$ cat config.mk
export PLATFORM = sky130hd
export DESIGN_NAME = uart_command_window_parser
export DESIGN_NICKNAME = d
export VERILOG_FILES = /design/src/rtl/ucwp_pkg.sv /design/src/rtl/uart_command_window_parser.sv
export SDC_FILE = /design/constraint.sdc
export NUM_CORES = 1
export LEC_CHECK = 0
export ABC_AREA = 0
export BUFFER_PORTS_ARGS = -buffer_cell sky130_fd_sc_hd__buf_2
export CAP_MARGIN = 20
export CORE_MARGIN = 4
export CORE_UTILIZATION = 40
export DETAILED_ROUTE_END_ITERATION = 12
export GPL_TIMING_DRIVEN = 0
export PLACE_DENSITY_LB_ADDON = 0.1
export SYNTH_ARGS = -nofsm -noshare
export SYNTH_HDL_FRONTEND = slang
export SYNTH_SLANG_ARGS = --single-unit
$ cat constraint.sdc
create_clock -name clock -period 4.9 [get_ports clock]
set_clock_uncertainty 0.15 [all_clocks]
set_input_delay 0.98 -clock clock [delete_from_list [all_inputs] [get_ports clock]]
set_output_delay 0.98 -clock clock [all_outputs]
set_load 0.03 [all_outputs]
$ cat src/rtl/ucwp_pkg.sv
// Package for the serial command window parser.
// Holds sizes, character codes, beat types and the speed field decoder.
// Depends on nothing.
`timescale 1ns / 1ps
`default_nettype none

package ucwp_pkg;

   localparam int WINDOW_BYTES = 16;
   localparam int ADDR_W       = $clog2(WINDOW_BYTES);
   localparam int STEP_W       = $clog2(WINDOW_BYTES + 2);
   localparam int MAX_RESULTS  = 9;
   localparam int CNT_W        = $clog2(MAX_RESULTS);

   localparam logic [7:0] CHR_B     = 8'h42;
   localparam logic [7:0] CHR_X     = 8'h58;
   localparam logic [7:0] CHR_Y     = 8'h59;
   localparam logic [7:0] CHR_MINUS = 8'h2D;
   localparam logic [7:0] CHR_0     = 8'h30;
   localparam logic [7:0] CHR_1     = 8'h31;
   localparam logic [7:0] CHR_6     = 8'h36;
   localparam logic [7:0] CHR_9     = 8'h39;

   localparam logic OP_PUSH    = 1'b0;
   localparam logic OP_PROCESS = 1'b1;

   localparam logic EVT_BUTTON   = 1'b0;
   localparam logic EVT_JOYSTICK = 1'b1;

   typedef struct packed {
      logic       operation;
      logic [7:0] rx_byte;
   } req_type;

   typedef struct packed {
      logic              event_kind;
      logic [2:0]        button_number;
      logic signed [7:0] x_speed_out;
      logic signed [7:0] y_speed_out;
      logic              last;
   } rsp_type;

   typedef struct packed {
      logic              hit;
      logic signed [7:0] value;
   } speed_type;

   function automatic logic is_digit(input logic [7:0] b);
      return (b >= CHR_0) && (b <= CHR_9);
   endfunction

   // Decode the up to three bytes that follow a speed marker.
   function automatic speed_type parse_speed(input logic [7:0] b1,
                                             input logic [7:0] b2,
                                             input logic [7:0] b3);
      speed_type  r;
      logic [7:0] d1;
      logic [7:0] d2;
      logic [7:0] d3;
      d1      = b1 - CHR_0;
      d2      = b2 - CHR_0;
      d3      = b3 - CHR_0;
      r.hit   = 1'b0;
      r.value = '0;
      if (b1 == CHR_MINUS) begin
         if (is_digit(b2)) begin
            r.hit = 1'b1;
            if (is_digit(b3)) begin
               r.value = 8'd0 - ((d2 << 3) + (d2 << 1) + d3);
            end else begin
               r.value = 8'd0 - d2;
            end
         end
      end else if (is_digit(b1)) begin
         r.hit = 1'b1;
         if (is_digit(b2)) begin
            r.value = (d1 << 3) + (d1 << 1) + d2;
         end else begin
            r.value = d1;
         end
      end
      return r;
   endfunction

endpackage

`default_nettype wire

$ cat src/rtl/uart_command_window_parser.sv
// Serial command window parser: top level.
// Holds the window memory, the scan sequencer and the result register.
// Depends on ucwp_pkg.
//
// Usage: the req channel carries push beats (one received byte, shifted
// into a sliding window of WINDOW_BYTES bytes) and process beats. A push
// gives no result. A process beat with no byte pushed since the last scan
// gives no result. Otherwise the block walks the window once, one memory
// position per cycle while the walk does not pause, then passes through the
// finish and drain states; req_stall is high from the process beat until
// the block is back in idle, including any time the receiver stalls it.
// Button events appear on rsp during the walk (the last one after it), a
// joystick event after it; the final beat of a process beat carries last.
// req_stall stays high while a scan runs.
// The window sits in a circular memory with one read and one write port;
// the single read port sets the scan length.
// Reset clears the window (by per-entry valid bits), speeds and mark at
// once. When rsp_stall is high the result register holds and one more event
// waits in a pending register; the walk pauses only when an event finds both
// full, and the finish and drain states wait for the result register to free.
`timescale 1ns / 1ps
`default_nettype none

module uart_command_window_parser (
   input  wire logic             clock,
   input  wire logic             reset,
   input  wire logic             req_valid,
   output logic                  req_stall,
   input  wire ucwp_pkg::req_type req_data,
   output logic                  rsp_valid,
   input  wire logic             rsp_stall,
   output ucwp_pkg::rsp_type     rsp_data
);

   import ucwp_pkg::*;

   typedef enum logic [1:0] {
      ST_IDLE,
      ST_SCAN,
      ST_FINISH,
      ST_DRAIN
   } state_type;

   state_type         state_ff, state_in;
   logic [STEP_W-1:0] step_ff, step_in;
   logic [ADDR_W-1:0] head_ff, head_in;
   logic [ADDR_W-1:0] phys_ff, phys_in;
   logic [ADDR_W-1:0] prev_ff, prev_in;
   logic [7:0]        b1_ff, b1_in, b2_ff, b2_in, b3_ff, b3_in;
   logic signed [7:0] xs_ff, xs_in, ys_ff, ys_in;
   logic signed [7:0] xnow_ff, xnow_in, ynow_ff, ynow_in;
   logic              mark_ff, mark_in;
   logic [CNT_W-1:0]  cnt_ff, cnt_in;
   rsp_type           pend_ff, pend_in;
   logic              pend_valid_ff, pend_valid_in;
   logic              rsp_valid_ff, rsp_valid_in;
   rsp_type           rsp_data_ff, rsp_data_in;

   // window memory
   logic [7:0]              window_mem_ff [WINDOW_BYTES];
   logic [WINDOW_BYTES-1:0] valid_ff;
   logic [7:0]              rd_data_ff;
   logic                    rd_valid_ff;
   logic                    mem_we, mem_re, valid_set;
   logic [ADDR_W-1:0]       mem_waddr, mem_raddr;
   logic [7:0]              mem_wdata;

   logic       accept, out_free, step_go, btn_ev, b1_live, joy;
   logic [7:0] cur_byte;
   speed_type  spd;
   rsp_type    joy_evt;

   function automatic logic [ADDR_W-1:0] next_addr(input logic [ADDR_W-1:0] a);
      return (a == ADDR_W'(WINDOW_BYTES - 1)) ? '0 : a + 1'b1;
   endfunction

   always_ff @(posedge clock) begin
      if (mem_we) begin
         window_mem_ff[mem_waddr] <= mem_wdata;
      end
      if (mem_re) begin
         rd_data_ff  <= window_mem_ff[mem_raddr];
         rd_valid_ff <= valid_ff[mem_raddr];
      end
   end

   always_ff @(posedge clock) begin
      if (reset) begin
         valid_ff <= '0;
      end else if (valid_set) begin
         valid_ff[mem_waddr] <= 1'b1;
      end
   end

   assign req_stall = (state_ff != ST_IDLE);
   assign accept    = req_valid && !req_stall;
   assign out_free  = !rsp_valid_ff || !rsp_stall;

   // a never-written entry reads as zero; positions past the end too
   assign cur_byte = (step_ff < STEP_W'(WINDOW_BYTES) && rd_valid_ff) ? rd_data_ff : 8'h00;
   assign b1_live  = (step_ff != '0) && (step_ff <= STEP_W'(WINDOW_BYTES - 1));
   assign btn_ev   = (state_ff == ST_SCAN) && b1_live && (b1_ff == CHR_B)
                     && (cur_byte >= CHR_1) && (cur_byte <= CHR_6)
                     && (cnt_ff < CNT_W'(MAX_RESULTS - 1));
   assign step_go  = !(btn_ev && pend_valid_ff && !out_free);
   assign spd      = parse_speed(b2_ff, b1_ff, cur_byte);
   assign joy      = (xs_ff != xnow_ff) || (ys_ff != ynow_ff);

   always_comb begin
      joy_evt.event_kind    = EVT_JOYSTICK;
      joy_evt.button_number = '0;
      joy_evt.x_speed_out   = xs_ff;
      joy_evt.y_speed_out   = ys_ff;
      joy_evt.last          = 1'b0;
   end

   always_comb begin
      state_in      = state_ff;
      step_in       = step_ff;
      head_in       = head_ff;
      phys_in       = phys_ff;
      prev_in       = prev_ff;
      b1_in         = b1_ff;
      b2_in         = b2_ff;
      b3_in         = b3_ff;
      xs_in         = xs_ff;
      ys_in         = ys_ff;
      xnow_in       = xnow_ff;
      ynow_in       = ynow_ff;
      mark_in       = mark_ff;
      cnt_in        = cnt_ff;
      pend_in       = pend_ff;
      pend_valid_in = pend_valid_ff;
      rsp_valid_in  = rsp_valid_ff && rsp_stall;
      rsp_data_in   = rsp_data_ff;
      mem_we        = 1'b0;
      mem_re        = 1'b0;
      valid_set     = 1'b0;
      mem_waddr     = head_ff;
      mem_raddr     = head_ff;
      mem_wdata     = req_data.rx_byte;

      case (state_ff)
         ST_IDLE: begin
            if (accept) begin
               if (req_data.operation == OP_PUSH) begin
                  // overwrite the oldest byte, it becomes the newest
                  mem_we    = 1'b1;
                  valid_set = 1'b1;
                  head_in   = next_addr(head_ff);
                  mark_in   = 1'b1;
               end else if (mark_ff) begin
                  mem_re   = 1'b1;
                  phys_in  = head_ff;
                  step_in  = '0;
                  b1_in    = '0;
                  b2_in    = '0;
                  b3_in    = '0;
                  xs_in    = xnow_ff;
                  ys_in    = ynow_ff;
                  cnt_in   = '0;
                  state_in = ST_SCAN;
               end
            end
         end
         ST_SCAN: begin
            if (step_go) begin
               b1_in   = cur_byte;
               b2_in   = b1_ff;
               b3_in   = b2_ff;
               prev_in = phys_ff;
               phys_in = next_addr(phys_ff);
               step_in = step_ff + 1'b1;
               if (step_ff < STEP_W'(WINDOW_BYTES - 1)) begin
                  mem_re    = 1'b1;
                  mem_raddr = next_addr(phys_ff);
               end
               // clear markers behind the read position
               if (b1_live && (b1_ff == CHR_B || b1_ff == CHR_X || b1_ff == CHR_Y)) begin
                  mem_we    = 1'b1;
                  mem_waddr = prev_ff;
                  mem_wdata = 8'h00;
               end
               if (btn_ev) begin
                  cnt_in = cnt_ff + 1'b1;
                  if (pend_valid_ff) begin
                     rsp_valid_in = 1'b1;
                     rsp_data_in  = pend_ff;
                  end
                  pend_in.event_kind    = EVT_BUTTON;
                  pend_in.button_number = cur_byte[2:0];
                  pend_in.x_speed_out   = '0;
                  pend_in.y_speed_out   = '0;
                  pend_in.last          = 1'b0;
                  pend_valid_in         = 1'b1;
               end
               if (spd.hit && b3_ff == CHR_X) begin
                  xs_in = spd.value;
               end
               if (spd.hit && b3_ff == CHR_Y) begin
                  ys_in = spd.value;
               end
               if (step_ff == STEP_W'(WINDOW_BYTES + 1)) begin
                  state_in = ST_FINISH;
               end
            end
         end
         ST_FINISH: begin
            if (!joy) begin
               state_in = ST_DRAIN;
            end else if (!pend_valid_ff || out_free) begin
               if (pend_valid_ff) begin
                  rsp_valid_in = 1'b1;
                  rsp_data_in  = pend_ff;
               end
               pend_in       = joy_evt;
               pend_valid_in = 1'b1;
               xnow_in       = '0;
               ynow_in       = '0;
               state_in      = ST_DRAIN;
            end
         end
         ST_DRAIN: begin
            if (!pend_valid_ff) begin
               mark_in  = 1'b0;
               state_in = ST_IDLE;
            end else if (out_free) begin
               rsp_valid_in     = 1'b1;
               rsp_data_in      = pend_ff;
               rsp_data_in.last = 1'b1;
               pend_valid_in    = 1'b0;
               mark_in          = 1'b0;
               state_in         = ST_IDLE;
            end
         end
         default: begin
            state_in = ST_IDLE;
         end
      endcase
   end

   always_ff @(posedge clock) begin
      if (reset) begin
         state_ff      <= ST_IDLE;
         head_ff       <= '0;
         mark_ff       <= 1'b0;
         xnow_ff       <= '0;
         ynow_ff       <= '0;
         pend_valid_ff <= 1'b0;
         rsp_valid_ff  <= 1'b0;
      end else begin
         state_ff      <= state_in;
         head_ff       <= head_in;
         mark_ff       <= mark_in;
         xnow_ff       <= xnow_in;
         ynow_ff       <= ynow_in;
         pend_valid_ff <= pend_valid_in;
         rsp_valid_ff  <= rsp_valid_in;
      end
      step_ff     <= step_in;
      phys_ff     <= phys_in;
      prev_ff     <= prev_in;
      b1_ff       <= b1_in;
      b2_ff       <= b2_in;
      b3_ff       <= b3_in;
      xs_ff       <= xs_in;
      ys_ff       <= ys_in;
      cnt_ff      <= cnt_in;
      pend_ff     <= pend_in;
      rsp_data_ff <= rsp_data_in;
   end

   assign rsp_valid = rsp_valid_ff;
   assign rsp_data  = rsp_data_ff;

`ifndef ASSERT_OFF
   a_speed_range: assert property (@(posedge clock) disable iff (reset)
      (xnow_ff >= -8'sd99) && (xnow_ff <= 8'sd99) && (ynow_ff >= -8'sd99) && (ynow_ff <= 8'sd99))
      else $error("stored speed out of range");

   a_button_range: assert property (@(posedge clock) disable iff (reset)
      (rsp_valid_ff && rsp_data_ff.event_kind == EVT_BUTTON) |->
      ((rsp_data_ff.button_number >= 3'd1) && (rsp_data_ff.button_number <= 3'd6)))
      else $error("button beat with bad button number");

   a_joystick_last: assert property (@(posedge clock) disable iff (reset)
      (rsp_valid_ff && rsp_data_ff.event_kind == EVT_JOYSTICK) |-> rsp_data_ff.last)
      else $error("joystick beat not marked last");

   a_mark_cleared: assert property (@(posedge clock) disable iff (reset)
      (state_ff == ST_DRAIN && state_in == ST_IDLE) |=> !mark_ff)
      else $error("updated mark survived a scan");
`endif

endmodule

`default_nettype wire

Yosys cells after proc, flatten, opt, wreduce, memory -nomap -nowiden
Memories as Yosys holds them, arrays and structs flattened. A register that Yosys moved wholly into a read port is not among the register bits.
Index checks and enable logic that the tools add are counted.
- register bits after elaboration: 125
- RAM bits: 128
- memories: 1
- memory list (memory ; depth ; width ; rd ports ; clocked after memory_dff ; write ports ; RTL line ; source):
    window_mem_ff ; 16 ; 8 ; 1 ; 1 ; 1 ; uart_command_window_parser.sv:60 ; logic [7:0] window_mem_ff [WINDOW_BYTES];
- add/sub/neg operators: 13
- $lt $le $gt $ge: 15
- eq/ne operators: 27
- multiplexer cells: 109
- bitwise logic cells: 3
- reduce and logical (&&, ||, !) cells: 48
- operators by type and width (operator ; number):
    $mux W21 ; 11
    $mux W8 ; 16
    $pmux W8 S2 ; 5
    $mux W4 ; 17
    $pmux W21 S3 ; 1
    $pmux W21 S2 ; 1
    $eq A8 B7 Y1 const B ; 5
    $add A8 B8 Y8 ; 4
    $ge A8 B6 Y1 const B ; 4
    $le A8 B6 Y1 const B ; 4
    $mux W1 ; 31
    $mux W9 ; 3
    $sub A8 B6 Y8 const B ; 3
    $mux W5 ; 4
    $ne A2 B2 Y1 const B ; 10
    $logic_and A1 B1 Y1 ; 18
    $mux W2 ; 9
    $reduce_and A6 Y1 ; 3
    $or A16 B16 Y16 ; 1
    $pmux W4 S2 ; 2
    $reduce_bool A8 Y1 ; 2
    $sub A1 B8 Y8 const A ; 2
    $reduce_and A5 Y1 ; 3
    $reduce_and A7 Y1 ; 2
    31 further kinds ; 54

Longest topological paths before layout
- depth in word-level cells: 16
- mapped depth: 15
- gate-level depth less buffers: 15

Worst setup path after synthesis
OpenSTA, ideal clock, no wires.
- kind: register -> register
- start: register b1_ff[3]
- end: register pend_ff[10] in the netlist's numbering, enable pin
- library setup time: 0.422 ns
- data arrival time: 3.362 ns
- data required time: 4.328 ns
- path slack: 0.966 ns
- stages on the path, launching flop included: 7
- path buffers: 1
- period minus slack after synthesis: 3.934 ns
- cells stage by stage: edfxtp_1 > buf_6 > or4_1 > or4_4 > nor3_1 > a21oi_1 > nor3_1
- longest elaborated chain between the ends: 9
- elaborated cells between the ends (all ways): 10
- classes of those cells: 3 x eq/ne; 7 x reduce/logical
- RTL lines (what ; RTL line ; source):
    start, declared ; uart_command_window_parser.sv:49 ; logic [7:0] b1_ff, b1_in, b2_ff, b2_in, b3_ff, b3_in;
    start signal, assigned ; uart_command_window_parser.sv:263 ; b1_ff <= b1_in;
    $eq A8 B7 Y1 (*) ; uart_command_window_parser.sv:102 ; assign btn_ev = (state_ff == ST_SCAN) && b1_live && (b1_ff == CHR_B)
    $logic_and A1 B1 Y1 (*) ; uart_command_window_parser.sv:102 ;
    $logic_and A1 B1 Y1 (*) (2 in series) ; uart_command_window_parser.sv:103 ; && (cur_byte >= CHR_1) && (cur_byte <= CHR_6)
    $logic_and A1 B1 Y1 (*) ; uart_command_window_parser.sv:104 ; && (cnt_ff < CNT_W'(MAX_RESULTS - 1));
    $logic_and A1 B1 Y1 (2 in series) ; uart_command_window_parser.sv:105 ; assign step_go = !(btn_ev && pend_valid_ff && !out_free);
    $ne A2 B2 Y1 (no source line) ; - ;
    $reduce_and A5 Y1 (no source line) (*) ; - ;
    end signal, assigned ; uart_command_window_parser.sv:269 ; pend_ff <= pend_in;
    end, declared ; uart_command_window_parser.sv:54 ; rsp_type pend_ff, pend_in;
Every way passes the cells marked *; elsewhere a longest branch is shown, timed or not.
A chain may end at the register's enable or synchronous reset.

Worst setup path in the final report
- start: register b1_ff[3]
- end: memory window_mem_ff[3][5], enable pin
- longest elaborated chain between the ends: 11
- elaborated cells between the ends (all ways): 20
- classes of those cells: 3 x eq/ne; 8 x mux; 9 x reduce/logical
- RTL lines (what ; RTL line ; source):
    $eq A8 B7 Y1 ; uart_command_window_parser.sv:102, uart_command_window_parser.sv:179 ;
    $logic_and A1 B1 Y1 ; uart_command_window_parser.sv:102 ;
    $logic_and A1 B1 Y1 (2 in series) ; uart_command_window_parser.sv:103 ;
    $logic_and A1 B1 Y1 ; uart_command_window_parser.sv:104 ;
    $logic_and A1 B1 Y1 (2 in series) ; uart_command_window_parser.sv:105 ;
    $mux W1 ; uart_command_window_parser.sv:167 ; if (step_go) begin
    $pmux W1 S2 ; uart_command_window_parser.sv:143 ; case (state_ff)
    $mux W1 ; uart_command_window_parser.sv:78 ; if (mem_we) begin
    $mux W1 (implied by the code) ; uart_command_window_parser.sv:79 ; window_mem_ff[mem_waddr] <= mem_wdata;
    end, declared ; uart_command_window_parser.sv:60 ;
Several ways; a longest one is shown, not always the timed one.

==> flow_metrics.env <==
export IMPL_status="finished, final reports clean"
export IMPL_path_class="flip-flop to flip-flop"
export IMPL_start_util_pct=41.02
export IMPL_r2r_cells=8
export IMPL_gp_congestion=0.8203
export IMPL_num_vias=7626
export IMPL_wl_met3_um=1155
export IMPL_yosys_warnings=0
export IMPL_synth_cells=970
export IMPL_antenna_found_initial=0
export IMPL_fill_cells=2787
export IMPL_nNetsFinal=1107
export IMPL_rsz0062_at_grt="false"
export IMPL_yosys_area_top_type="edfxtp_1"
export IMPL_route_met2_wl_um=14520
export IMPL_die_height_um=183.5
export IMPL_multiInputGateArea_um2=4393
export IMPL_n_antenna_cell=0
export IMPL_top_layer_used="met4"
export IMPL_synth_top_family_by_area="simple AND/OR/NAND/NOR gates"
export IMPL_cts_setup_buffers=0
export IMPL_yosys_area_top_type_share_pct=57.28
export IMPL_tightest_slew_ns=0.8983
export IMPL_routed_wl_um=28810
export IMPL_drive_gt1_share_pct=10.86
export IMPL_fin_tns_setup_ns=0
export IMPL_synth_area_top_cells="edfxtp_1 (57%), dfxtp_1 (4.1%), ha_1 (4.1%)"
export IMPL_drv_slew=0
export IMPL_yosysUniqueCellTypes=66
export IMPL_clock_fmax_mhz=223.8
export IMPL_slew_headroom_pct=39.58
export IMPL_path_clk_slew_ns=0.06
export IMPL_syn_area_um2=12320
export IMPL_yosys_area_share_simple_pct=12.83
export IMPL_maxCapViolations=0
export IMPL_cts_buffers_inserted=30
export IMPL_grt_max_degree=34
export IMPL_rows=63
export IMPL_cts_tree="built"
export IMPL_clock_path_buffers=3
export IMPL_start_kind="flip-flop"
export IMPL_core_um2=30030
export IMPL_synth_xor_area_share_pct=2.204
export IMPL_layout_cells_non_filler=1458
export IMPL_ios=36
export IMPL_synth_avg_cell_area_um2=12.70
export IMPL_clock_latency_ns=0.55
export IMPL_area_growth_pct=13.56
export IMPL_cts_resized_gates=0
export IMPL_grt_pass1_wl_um=44590
export IMPL_ys_seq_area_share_pct=61.34
export IMPL_htree_levels=1
export IMPL_hpwl_um=21080
export IMPL_grt_usage_pct=17.02
export IMPL_wl_per_cell_um=19.76
export IMPL_synth_mux_area_share_pct=4.428
export IMPL_ys_top_cells_by_count="edfxtp_1 (235), nor2_1 (88), a21oi_1 (59)"
export IMPL_die_area_um2=33670
export IMPL_cts_sinks=260
export IMPL_leakagePower_nw=4.845
export IMPL_synthAdderAreaFrac_pct=5.525
export IMPL_dr_pass1_iters=5
export IMPL_antenna_left=0
export IMPL_worst_setup_path_end_kind="flip-flop"
export IMPL_port_buffers=34
export IMPL_synth_flop_cell="edfxtp_1"
export IMPL_vias_per_cell=5.230
export IMPL_overflow=0
export IMPL_worstPathMaxFanout=10
export IMPL_peakVddDrop_mv=0.3028
export IMPL_power_density_nw_per_um2=477.0
export IMPL_drt_iter0_drc=324
export IMPL_synthArstFlopShare_pct=0
export IMPL_synth_compound_area_share_pct=10.63
export IMPL_hold_violations=0
export IMPL_yosysMostFrequentCell="edfxtp_1"
export IMPL_synth_edff_count=235
export IMPL_cts_root_buffer="clkbuf_16"
export IMPL_fin_crit_ns=4.468
export IMPL_finalSetupViolCount=0
export IMPL_seq_area_um2=7557
export IMPL_cp_data_required_time_ns=4.93
export IMPL_whs_path_depth=2
export IMPL_die_w_um=183.5
export IMPL_period_share_pct=91.18
export IMPL_cp_arrival_ns=4.50
export IMPL_drt_met1_wl_um=12320
export IMPL_placedCellCount=1403
export IMPL_drt_drc_violations_left=0
export IMPL_min_path_type="flip-flop to flip-flop"
export IMPL_syn_nets=1032
export IMPL_cts_hold_buf=0
export IMPL_synth_seq_cells=260
export IMPL_grt_pass1_vias=7631
## metrics by stage
stage / hold WS [ns] / setup slack [ns] / utilization (%) / area, µm² / power (mW)
after floorplan: 0.2804 / 0.9662 / - / 12320 / 4.120
after CTS: 0.3207 / 0.4227 / 46.59 / 13990 / 6.770
final: 0.3154 / 0.4323 / 46.59 / 13990 / 6.674
after global routing: 0.3564 / 0.05032 / 46.59 / 13990 / 7.055
after detailed placement: 0.3054 / 0.4199 / 43.53 / 13070 / 4.665
after global placement: 0.2976 / -0.04318 / 43.22 / 12980 / 4.637
## layout make-up
cell class                      count  share of cell area [%]
Clock buffer                       36                   5.527
Timing Repair Buffer               43                   1.860
Multi-Input combinational cell    629                   31.40
Tap cell                          390                   3.488
Buffer                             38                   1.529
Sequential cell                   260                   54.02
Inverter                           43                   1.154
Clock inverter                     19                   1.028
## metal layers
metal,up-vias,track usage (%)
met1,3683,21.19
met3,46,2.889
li1,3756,-
met2,141,30.53
met5,-,0
met4,0,4.797
## kinds of logic (layout without fill, tap and decap cells)
logic type      after synthesis  in the layout
simple gates                301            301
flops                       260            260
compound gates              195            195
buf+inv                      81            179
mux                          53             53
fa+ha+maj                    49             49
xor+xnor                     31             31
## placed cells by master, fill, tap and decap left out, drive strengths merged, types with 36 or more instances in the layout
cell type / count
a21oi: 60
and2: 36
buf: 59
clkbuf: 58
edfxtp: 235
ha: 40
inv: 43
mux2i: 51
nand2: 59
nor2: 90
nor2b: 36
## worst max-delay path, stage by stage, from the launching register on
cell and delay (ns):
edfxtp_1 0.53, buf_6 0.21, or4_1 0.51, or4_4 0.47, nor4_1 0.61, nor2_1 0.26
clkbuf_1 0.26, o31a_1 0.43, nor2_1 0.66
## registers in the layout, indices dropped and copies added (netlist names), 2 cells and up
signal and cells:
valid_ff 16, window_mem_ff 128, rsp_data 21, b2_ff 8, cnt_ff 4, state_ff 2, head_ff 4, pend_ff 20
phys_ff 4, rd_data_ff 8, b3_ff 8, prev_ff 4, b1_ff 8, ys_ff 8, xs_ff 8, step_ff 5
## where the power goes
| group | internal (mW) | switching [mW] |
|---|---|---|
| sequential | 2.72 | 0.119 |
| combinational | 0.643 | 1.10 |
| clock | 1.22 | 0.866 |
## path summary, 6_finish.rpt
path | from | to | slack, ns
hold / removal | valid_ff[0] | valid_ff[0] | 0.32
hold reg to reg | valid_ff[0] | valid_ff[0] | 0.32
setup reg to reg | b1_ff[3] | window_mem_ff[3][5] | 0.43
setup / recovery | b1_ff[3] | window_mem_ff[3][5] | 0.43
No activity file was read; power rests on OpenSTA's default activity.
